===== config.mk =====
export PLATFORM = sky130hd
export DESIGN_NAME = sha1_message_digest_top
export DESIGN_NICKNAME = d
export VERILOG_FILES = /design/src/rtl/core/sha1_pkg.sv /design/src/rtl/core/sha1_wcell.sv /design/src/rtl/core/sha1_wrow.sv /design/src/rtl/core/sha1_message_digest_top.sv
export SDC_FILE = /design/constraint.sdc
export NUM_CORES = 2
export LEC_CHECK = 0
export ABC_AREA = 1
export BUFFER_PORTS_ARGS = -buffer_cell sky130_fd_sc_hd__buf_2
export CAP_MARGIN = 20
export CORE_ASPECT_RATIO = 1.4
export CORE_MARGIN = 4
export CORE_UTILIZATION = 40
export DETAILED_ROUTE_END_ITERATION = 8
export GPL_TIMING_DRIVEN = 0
export PLACE_DENSITY = 0.54
export REMOVE_ABC_BUFFERS = 1
export SLEW_MARGIN = 20
export SYNTH_ARGS = -nofsm -noshare
export SYNTH_HDL_FRONTEND = slang
export SYNTH_SLANG_ARGS = --single-unit

===== constraint.sdc =====
create_clock -name aclk -period 12.35 [get_ports aclk]
set_input_delay 0.6175 -clock aclk [delete_from_list [all_inputs] [get_ports aclk]]
set_output_delay 0.6175 -clock aclk [all_outputs]
set_load 0.01 [all_outputs]

===== src/rtl/core/sha1_pkg.sv =====
// Shared types, constants and round functions for the SHA-1 digest engine.
package sha1_pkg;

    localparam int unsigned NUM_WORDS   = 16;
    localparam int unsigned NUM_ROUNDS  = 80;
    localparam int unsigned NUM_DIGEST  = 5;

    localparam logic [6:0] ROUND_LAST   = 7'(NUM_ROUNDS - 1);
    localparam logic [2:0] WORD_LAST    = 3'(NUM_DIGEST - 1);
    localparam logic [5:0] POS_LAST     = 6'd63;
    localparam logic [2:0] LEN_ROW      = 3'd7;  // bytes 56..63 of a block
    localparam logic [7:0] PAD_MARK     = 8'h80;

    localparam logic [31:0] H_INIT [NUM_DIGEST] = '{
        32'h67452301, 32'hEFCDAB89, 32'h98BADCFE, 32'h10325476, 32'hC3D2E1F0
    };

    localparam logic [31:0] K_ROUND [4] = '{
        32'h5A827999, 32'h6ED9EBA1, 32'h8F1BBCDC, 32'hCA62C1D6
    };

    typedef enum logic [2:0] {
        ST_IDLE,
        ST_PAD,
        ST_ROUND,
        ST_FINAL,
        ST_OUT
    } st_t;

    typedef enum logic [1:0] {
        SH_HOLD,
        SH_BYTE,
        SH_WORD
    } shift_mode_t;

    typedef struct packed {
        shift_mode_t mode;
        logic [7:0]  byte_in;
    } row_ctrl_t;

    // Round group from the round number: 0..19, 20..39, 40..59, 60..79.
    function automatic logic [1:0] round_phase(input logic [6:0] rnd);
        logic [1:0] ph;
        if (rnd < 7'd20) begin
            ph = 2'd0;
        end else if (rnd < 7'd40) begin
            ph = 2'd1;
        end else if (rnd < 7'd60) begin
            ph = 2'd2;
        end else begin
            ph = 2'd3;
        end
        return ph;
    endfunction

    function automatic logic [31:0] round_f(input logic [1:0] ph,
                                            input logic [31:0] b,
                                            input logic [31:0] c,
                                            input logic [31:0] d);
        logic [31:0] f;
        case (ph)
            2'd0:    f = (b & (c ^ d)) ^ d;
            2'd2:    f = (b & c) | ((b | c) & d);
            default: f = b ^ c ^ d;
        endcase
        return f;
    endfunction

endpackage


===== src/rtl/core/sha1_wcell.sv =====
// One cell of the block buffer: holds a word, shifts by byte or by word from its neighbor.
module sha1_wcell
    import sha1_pkg::*;
(
    input  logic        aclk,
    input  shift_mode_t mode,
    input  logic [31:0] nb_word,
    output logic [31:0] word_out
);

    logic [31:0] word_reg;
    logic [31:0] word_next;

    always_comb begin
        case (mode)
            SH_BYTE: word_next = {word_reg[23:0], nb_word[31:24]};
            SH_WORD: word_next = nb_word;
            default: word_next = word_reg;
        endcase
    end

    always_ff @(posedge aclk) begin
        word_reg <= word_next;
    end

    assign word_out = word_reg;

endmodule


===== src/rtl/core/sha1_wrow.sv =====
// Row of sixteen buffer cells: byte-wise block fill and the rolling message schedule.
module sha1_wrow
    import sha1_pkg::*;
(
    input  logic        aclk,
    input  row_ctrl_t   ctrl,
    output logic [31:0] w_out
);

    logic [31:0] cell_word [NUM_WORDS];
    logic [31:0] nb_word   [NUM_WORDS];
    logic [31:0] sched_mix;
    logic [31:0] tail_word;

    // W[t] = rotl1(W[t-3] ^ W[t-8] ^ W[t-14] ^ W[t-16]); cell 0 holds W[t-16]
    assign sched_mix = cell_word[13] ^ cell_word[8] ^ cell_word[2] ^ cell_word[0];
    assign tail_word = (ctrl.mode == SH_BYTE) ? {ctrl.byte_in, 24'h000000}
                                              : {sched_mix[30:0], sched_mix[31]};

    genvar gi;
    generate
        for (gi = 0; gi < NUM_WORDS; gi++) begin : g_cell
            if (gi == NUM_WORDS - 1) begin : g_tail
                assign nb_word[gi] = tail_word;
            end else begin : g_body
                assign nb_word[gi] = cell_word[gi + 1];
            end

            sha1_wcell u_cell (
                .aclk     (aclk),
                .mode     (ctrl.mode),
                .nb_word  (nb_word[gi]),
                .word_out (cell_word[gi])
            );
        end
    endgenerate

    assign w_out = cell_word[0];

endmodule


===== src/rtl/core/sha1_message_digest_top.sv =====
// SHA-1 digest engine top level: byte intake, padding, round unit and digest output.
//
// Input channel s_*: one message byte per transfer. s_tdata carries the byte,
// s_tuser marks it as part of the message, s_tlast ends the message (with or
// without a byte). A transfer with neither flag set changes nothing.
// Output channel m_*: five transfers per message, digest words h0..h4, with
// the word number on m_tuser and m_tlast on h4.
// Bytes are taken one per cycle while idle. The byte that fills a 64-byte
// block is followed by a busy period: 80 rounds through the single round unit,
// one per cycle, fed by the sixteen-cell schedule row, then a step adding into
// the chaining value. After the end transfer the engine inserts 9 to 72
// padding bytes at one per cycle, runs one or two compressions, then offers
// the digest.
// s_tready is low while padding, compressing or presenting the digest; the
// engine takes one message at a time. A stalled receiver holds the current
// digest word on m_tdata until taken. After the h4 transfer the chaining
// value and length return to their initial values.
// Reset (aresetn low, synchronous) loads the initial chaining value, clears
// the length and returns to intake; the block buffer needs no clearing.
module sha1_message_digest_top
    import sha1_pkg::*;
(
    input  logic        aclk,
    input  logic        aresetn,

    input  logic        s_tvalid,
    output logic        s_tready,
    input  logic [7:0]  s_tdata,   // [7:0] data_byte
    input  logic        s_tuser,   // [0] byte_valid
    input  logic        s_tlast,   // end_of_message

    output logic        m_tvalid,
    input  logic        m_tready,
    output logic [31:0] m_tdata,   // [31:0] digest_word
    output logic [2:0]  m_tuser,   // [2:0] word_index
    output logic        m_tlast    // last_word
);

    st_t         state_reg, state_next;
    logic [63:0] bit_len_reg, bit_len_next;
    logic [63:0] msg_len_reg, msg_len_next;
    logic [31:0] a_reg, b_reg, c_reg, d_reg, e_reg;
    logic [31:0] a_next, b_next, c_next, d_next, e_next;
    logic [31:0] chain_reg  [NUM_DIGEST];
    logic [31:0] chain_next [NUM_DIGEST];
    logic [6:0]  rnd_reg, rnd_next;
    logic [2:0]  out_idx_reg, out_idx_next;
    logic        pad_mark_reg, pad_mark_next;
    logic        len_ok_reg, len_ok_next;
    logic        fin_reg, fin_next;
    logic        pad_act_reg, pad_act_next;

    row_ctrl_t   row_ctrl;
    logic [31:0] w_cur;
    logic [5:0]  pos;
    logic [2:0]  len_sel;
    logic [7:0]  len_byte;
    logic        is_len;
    logic [1:0]  phase;
    logic [31:0] rnd_sum;
    logic        s_xfer;
    logic        m_xfer;

    sha1_wrow u_row (
        .aclk  (aclk),
        .ctrl  (row_ctrl),
        .w_out (w_cur)
    );

    assign pos      = bit_len_reg[8:3];
    assign len_sel  = ~pos[2:0];
    assign len_byte = msg_len_reg[{len_sel, 3'b000} +: 8];
    assign is_len   = !pad_mark_reg && len_ok_reg && (pos[5:3] == LEN_ROW);

    assign phase   = round_phase(rnd_reg);
    assign rnd_sum = {a_reg[26:0], a_reg[31:27]} + round_f(phase, b_reg, c_reg, d_reg)
                   + e_reg + K_ROUND[phase] + w_cur;

    assign s_tready = (state_reg == ST_IDLE);
    assign s_xfer   = s_tvalid && s_tready;
    assign m_tvalid = (state_reg == ST_OUT);
    assign m_xfer   = m_tvalid && m_tready;
    assign m_tdata  = chain_reg[out_idx_reg];
    assign m_tuser  = out_idx_reg;
    assign m_tlast  = (out_idx_reg == WORD_LAST);

    always_comb begin
        state_next    = state_reg;
        bit_len_next  = bit_len_reg;
        msg_len_next  = msg_len_reg;
        a_next        = a_reg;
        b_next        = b_reg;
        c_next        = c_reg;
        d_next        = d_reg;
        e_next        = e_reg;
        chain_next    = chain_reg;
        rnd_next      = rnd_reg;
        out_idx_next  = out_idx_reg;
        pad_mark_next = pad_mark_reg;
        len_ok_next   = len_ok_reg;
        fin_next      = fin_reg;
        pad_act_next  = pad_act_reg;
        row_ctrl      = '{mode: SH_HOLD, byte_in: 8'h00};

        case (state_reg)
            ST_IDLE: begin
                if (s_xfer) begin
                    if (s_tuser) begin
                        row_ctrl     = '{mode: SH_BYTE, byte_in: s_tdata};
                        bit_len_next = bit_len_reg + 64'd8;
                    end
                    if (s_tlast) begin
                        msg_len_next  = bit_len_next;
                        pad_mark_next = 1'b1;
                        len_ok_next   = 1'b0;
                        pad_act_next  = 1'b1;
                        state_next    = ST_PAD;
                    end
                    // a full block goes to the rounds first, padding resumes after
                    if (s_tuser && pos == POS_LAST) begin
                        state_next = ST_ROUND;
                    end
                end
            end

            ST_PAD: begin
                bit_len_next  = bit_len_reg + 64'd8;
                pad_mark_next = 1'b0;
                if (pad_mark_reg) begin
                    row_ctrl = '{mode: SH_BYTE, byte_in: PAD_MARK};
                    if (pos[5:3] != LEN_ROW) begin
                        len_ok_next = 1'b1;
                    end
                end else if (is_len) begin
                    row_ctrl = '{mode: SH_BYTE, byte_in: len_byte};
                end else begin
                    row_ctrl = '{mode: SH_BYTE, byte_in: 8'h00};
                end
                if (pos == POS_LAST) begin
                    fin_next    = is_len;
                    len_ok_next = 1'b1;
                    state_next  = ST_ROUND;
                end
            end

            ST_ROUND: begin
                row_ctrl = '{mode: SH_WORD, byte_in: 8'h00};
                a_next   = rnd_sum;
                b_next   = a_reg;
                c_next   = {b_reg[1:0], b_reg[31:2]};
                d_next   = c_reg;
                e_next   = d_reg;
                if (rnd_reg == ROUND_LAST) begin
                    rnd_next   = 7'd0;
                    state_next = ST_FINAL;
                end else begin
                    rnd_next = rnd_reg + 7'd1;
                end
            end

            ST_FINAL: begin
                chain_next[0] = chain_reg[0] + a_reg;
                chain_next[1] = chain_reg[1] + b_reg;
                chain_next[2] = chain_reg[2] + c_reg;
                chain_next[3] = chain_reg[3] + d_reg;
                chain_next[4] = chain_reg[4] + e_reg;
                if (fin_reg) begin
                    out_idx_next = 3'd0;
                    state_next   = ST_OUT;
                end else if (pad_act_reg) begin
                    state_next = ST_PAD;
                end else begin
                    state_next = ST_IDLE;
                end
            end

            ST_OUT: begin
                if (m_xfer) begin
                    if (out_idx_reg == WORD_LAST) begin
                        chain_next   = H_INIT;
                        bit_len_next = 64'd0;
                        fin_next     = 1'b0;
                        pad_act_next = 1'b0;
                        state_next   = ST_IDLE;
                    end else begin
                        out_idx_next = out_idx_reg + 3'd1;
                    end
                end
            end

            default: begin
                state_next = ST_IDLE;
            end
        endcase

        // load the working variables from the chaining value as a block completes
        if (state_next == ST_ROUND && state_reg != ST_ROUND) begin
            a_next = chain_reg[0];
            b_next = chain_reg[1];
            c_next = chain_reg[2];
            d_next = chain_reg[3];
            e_next = chain_reg[4];
        end
    end

    always_ff @(posedge aclk) begin
        if (!aresetn) begin
            state_reg    <= ST_IDLE;
            bit_len_reg  <= 64'd0;
            chain_reg    <= H_INIT;
            rnd_reg      <= 7'd0;
            out_idx_reg  <= 3'd0;
            pad_mark_reg <= 1'b0;
            len_ok_reg   <= 1'b0;
            fin_reg      <= 1'b0;
            pad_act_reg  <= 1'b0;
        end else begin
            state_reg    <= state_next;
            bit_len_reg  <= bit_len_next;
            chain_reg    <= chain_next;
            rnd_reg      <= rnd_next;
            out_idx_reg  <= out_idx_next;
            pad_mark_reg <= pad_mark_next;
            len_ok_reg   <= len_ok_next;
            fin_reg      <= fin_next;
            pad_act_reg  <= pad_act_next;
        end
    end

    always_ff @(posedge aclk) begin
        msg_len_reg <= msg_len_next;
        a_reg       <= a_next;
        b_reg       <= b_next;
        c_reg       <= c_next;
        d_reg       <= d_next;
        e_reg       <= e_next;
    end

    a_round_count_range: assert property (@(posedge aclk) disable iff (!aresetn)
        (state_reg == ST_ROUND) |-> (rnd_reg <= ROUND_LAST))
        else $error("round counter out of range");

    a_round_start_zero: assert property (@(posedge aclk) disable iff (!aresetn)
        $rose(state_reg == ST_ROUND) |-> (rnd_reg == 7'd0))
        else $error("compression started at a nonzero round");

    a_round_to_final: assert property (@(posedge aclk) disable iff (!aresetn)
        (state_reg == ST_ROUND && rnd_reg == ROUND_LAST) |=> (state_reg == ST_FINAL))
        else $error("last round not followed by the chaining update");

    a_digest_done_idle: assert property (@(posedge aclk) disable iff (!aresetn)
        (m_xfer && m_tlast) |=> (s_tready && bit_len_reg == 64'd0))
        else $error("engine not reinitialized after the digest");

    a_byte_aligned: assert property (@(posedge aclk) disable iff (!aresetn)
        (bit_len_reg[2:0] == 3'd0) && !(s_tready && m_tvalid))
        else $error("bit length misaligned or both channels active");

endmodule

==> run summary <==
status -> complete, no violations
first-pass GRT wire length -> 343.1 mm
Worst-Skew Late Latency -> 770 ps
Die X -> 346.4 µm
sw power -> 2.141 mW
post-CTS sizing -> 0
Setup Fix Bufs, Post-CTS -> 0
#FFs+latches synth -> 971
final setup violation count -> 0
core area -> 159100 µm²
Post-Synthesis Cells -> 8481
IO Pins -> 52
CP Launch Type -> flop
clock root buffer -> clkbuf_16
RSZ-0062 raised after global routing -> no
Die ar. -> 166900 µm²
# H-tree levels -> 3
crit path cell chain -> inv_1 > nand2_1 > nand3_1 > o21ai_1 > ha_1 > clkinv_2 > buf_12 > o32ai_1 > fa_1 > fa_1 > fa_1 > inv_1 > ha_1 > inv_1 > nor3_1 > nand2_1 > nor2_1 > nor2_1 > nand2_1 > nand2_1 > nand3_1 > nand2_1
I/O Buffers -> 51
Detailed Place HPWL -> 177.9 mm
# rows -> 173
fin crit period -> 8031 ps
CP max stage delay -> 1070 ps
max_cap viols -> 0
Sequential Power Share -> 0.487
Slew headroom -> 0.2147
count of cell types in the netlist -> 53
CP Capture Type -> flop
hold violation total from the final report -> 0
layout cells sized above 1 -> 0.05447
DRC violation count after routing -> 0
Syn Area/Cell -> 7.561 µm²
sequential share of the synthesized area -> 0.4176
largest net degree at the start of global routing -> 161
Vias per Instance -> 5.292
combinational power share -> 0.099
kind of critical path -> reg2reg
XOR/XNOR share of the synthesized area -> 0.02281
ys flop type -> edfxtp_1
vias in the first global route -> 55114
Simple-Gate Fraction of Synth Area -> 0.2259
Worst Hold Class -> in2reg
Max FO, Critical Path -> 43
grt ovf -> 0
Post-synth EDFFs -> 733
commonest non-fill, non-tap cells in the layout -> 2406 x nand2_1, 1377 x inv_1, 870 x o21ai_0
Initial Util -> 0.4030
final wirelength -> 232.8 mm
fin nets -> 8762
Area Overhead vs Synth -> 10.24%
Data required, critical path -> 12840 ps
mapped cell area -> 64120 µm²
Clock Skew -> 67.06 ps
DR vias -> 56018
Synth async-reset ratio -> 0
Final Cycle Share -> 0.6503
setup TNS -> 0 ps
First-pass DRT Iterations -> 6
LEAKAGE -> 31.41 nW
Crit-path slowest cell -> ha_1
Post-CTS Hold Fix Bufs -> 0
CTS tree -> done
combinational family with the most area after synthesis -> simple AND/OR/NAND/NOR gates
Placer Congestion -> 1.009
Fmax achieved -> 0.1245 GHz
TritonCTS buffer count -> 108
clock slew at reported path FFs -> 70 ps
Power Density -> 113.4 nW/µm²
First DRT Iteration DRCs -> 4101
routed length per instance -> 21.99 µm
post-synthesis mux area share -> 0
Die Y -> 481.7 µm
commonest non-fill, non-tap cell in the layout -> nand2_1
fin util -> 0.4443
max reg flops -> 512
post-route ant nets -> 0
initial antenna violation count -> 5
CP arrival -> 8520 ps
Sw Ratio -> 0.2672
Compound-Gate Fraction of Synth Area -> 0.1480
Yosys warnings -> 0
VDD IR-drop max -> 0.1125 mV
CTS max path bufs -> 3
fin. max-slew vios -> 0
total track usage -> 0.2724
Int Pwr -> 5.872 mW
Num Clock Sinks -> 971
power share of the clock group -> 0.415
most used cell, CP -> nand2_1
area share of fa/ha/maj cells after synthesis -> 0.08133
Worst Max-Slew Pin Slew -> 1174 ps
## power groups by stage
stage | Sequential (mW) | Combinational (mW) | Clock (mW)
after floorplan | 3.99 | 0.506 | 0
after global placement | 4.09 | 0.745 | 0
after detailed placement | 3.97 | 0.795 | 0
after CTS | 3.90 | 0.799 | 3.40
after global routing | 3.92 | 0.888 | 3.52
final | 3.90 | 0.791 | 3.32
## worst max-delay path: cells and delay by family (launching register included)
family                     cells  cell delay (ps)
and+or+nand+nor               10             1240
AOI/OAI and AO/OA              2             1640
adders and majority gates      5             3200
buffers and inverters          5             1200
DFF                            1              400
## logic make-up (layout without fill, tap and decap cells)
| family | after synthesis | after routing |
|---|---|---|
| adder cells (fa/ha/maj) | 361 | 361 |
| flip-flops | 971 | 971 |
| XOR/XNOR | 167 | 167 |
| AND/OR/NAND/NOR | 3557 | 3557 |
| other | 0 | 5 |
| AO/OA/AOI/OAI | 1706 | 1706 |
| buffers and inverters | 1719 | 1719 |
## area by class of cell
cell class,count,area [µm²]
Clock buffer,146,2977
Antenna cell,5,12.51
Multi-Input combinational cell,5791,30710
Timing Repair Buffer,117,1693
Sequential cell,971,26780
Clock inverter,58,591.8
Inverter,1398,5291
Tap cell,2100,2628
Fill cell,16178,88410
## synth_stat cells (15+ instances only)
master	instances	area share
a21boi_0	37	0.0043
a21oi_1	461	0.036
a31oi_1	46	0.0045
and2_1	16	0.0016
buf_1	22	0.0013
buf_2	24	0.0019
buf_6	27	0.0047
clkbuf_1	247	0.014
dfxtp_1	238	0.074
edfxtp_1	733	0.34
fa_1	93	0.029
ha_1	268	0.052
inv_1	1386	0.081
nand2_1	2406	0.14
nand3_1	436	0.034
nand3b_1	15	0.0018
nand4_1	70	0.0068
nor2_1	492	0.029
nor3_1	49	0.0038
o211ai_1	34	0.0040
o21a_1	17	0.0020
o21ai_0	872	0.068
o21ai_1	27	0.0021
o21ai_2	87	0.012
o21bai_1	30	0.0035
o22ai_1	19	0.0019
o311ai_0	28	0.0038
o31ai_1	17	0.0020
o32ai_1	15	0.0020
or2_2	42	0.0041
xnor2_1	66	0.0090
xor2_1	101	0.014
## metal layers
metal,track usage,wire length [µm],up-vias
met2,0.4853,114600,1408
met1,0.2984,87980,26642
li1,-,-,27406
met4,0.2028,20950,2
met3,0.03096,9297,560
met5,0,18,-
## path summary, 6_finish.rpt
kind	depth (start not counted)	end	slack, ps	startpoint
max	22	a_reg[30]$_DFFE_PP_	4320	rnd_reg[3]$_SDFFE_PN0P_
min	3	bit_len_reg[54]$_SDFFE_PN0P_	260	aresetn
max reg2reg	22	a_reg[30]$_DFFE_PP_	4320	rnd_reg[3]$_SDFFE_PN0P_
min reg2reg	1	pad_act_reg$_SDFFE_PN0P_	470	pad_act_reg$_SDFFE_PN0P_
## stage by stage
stage / setup slack [ps] / area, µm² / total power, mW / cells / hold WS, ps
floorplan: -12400 / 62680 / 4.500 / 8160 / 441.4
global placement: -38960 / 65560 / 4.835 / 10311 / 446.7
detailed placement: 4393 / 67110 / 4.764 / 10377 / 459.4
CTS: 4378 / 70680 / 8.102 / 10581 / 201.2
global route: 4147 / 70690 / 8.327 / 10585 / 242.0
finish: 4319 / 70690 / 8.013 / 10586 / 259.0
Power figures use the tool's default switching activity.
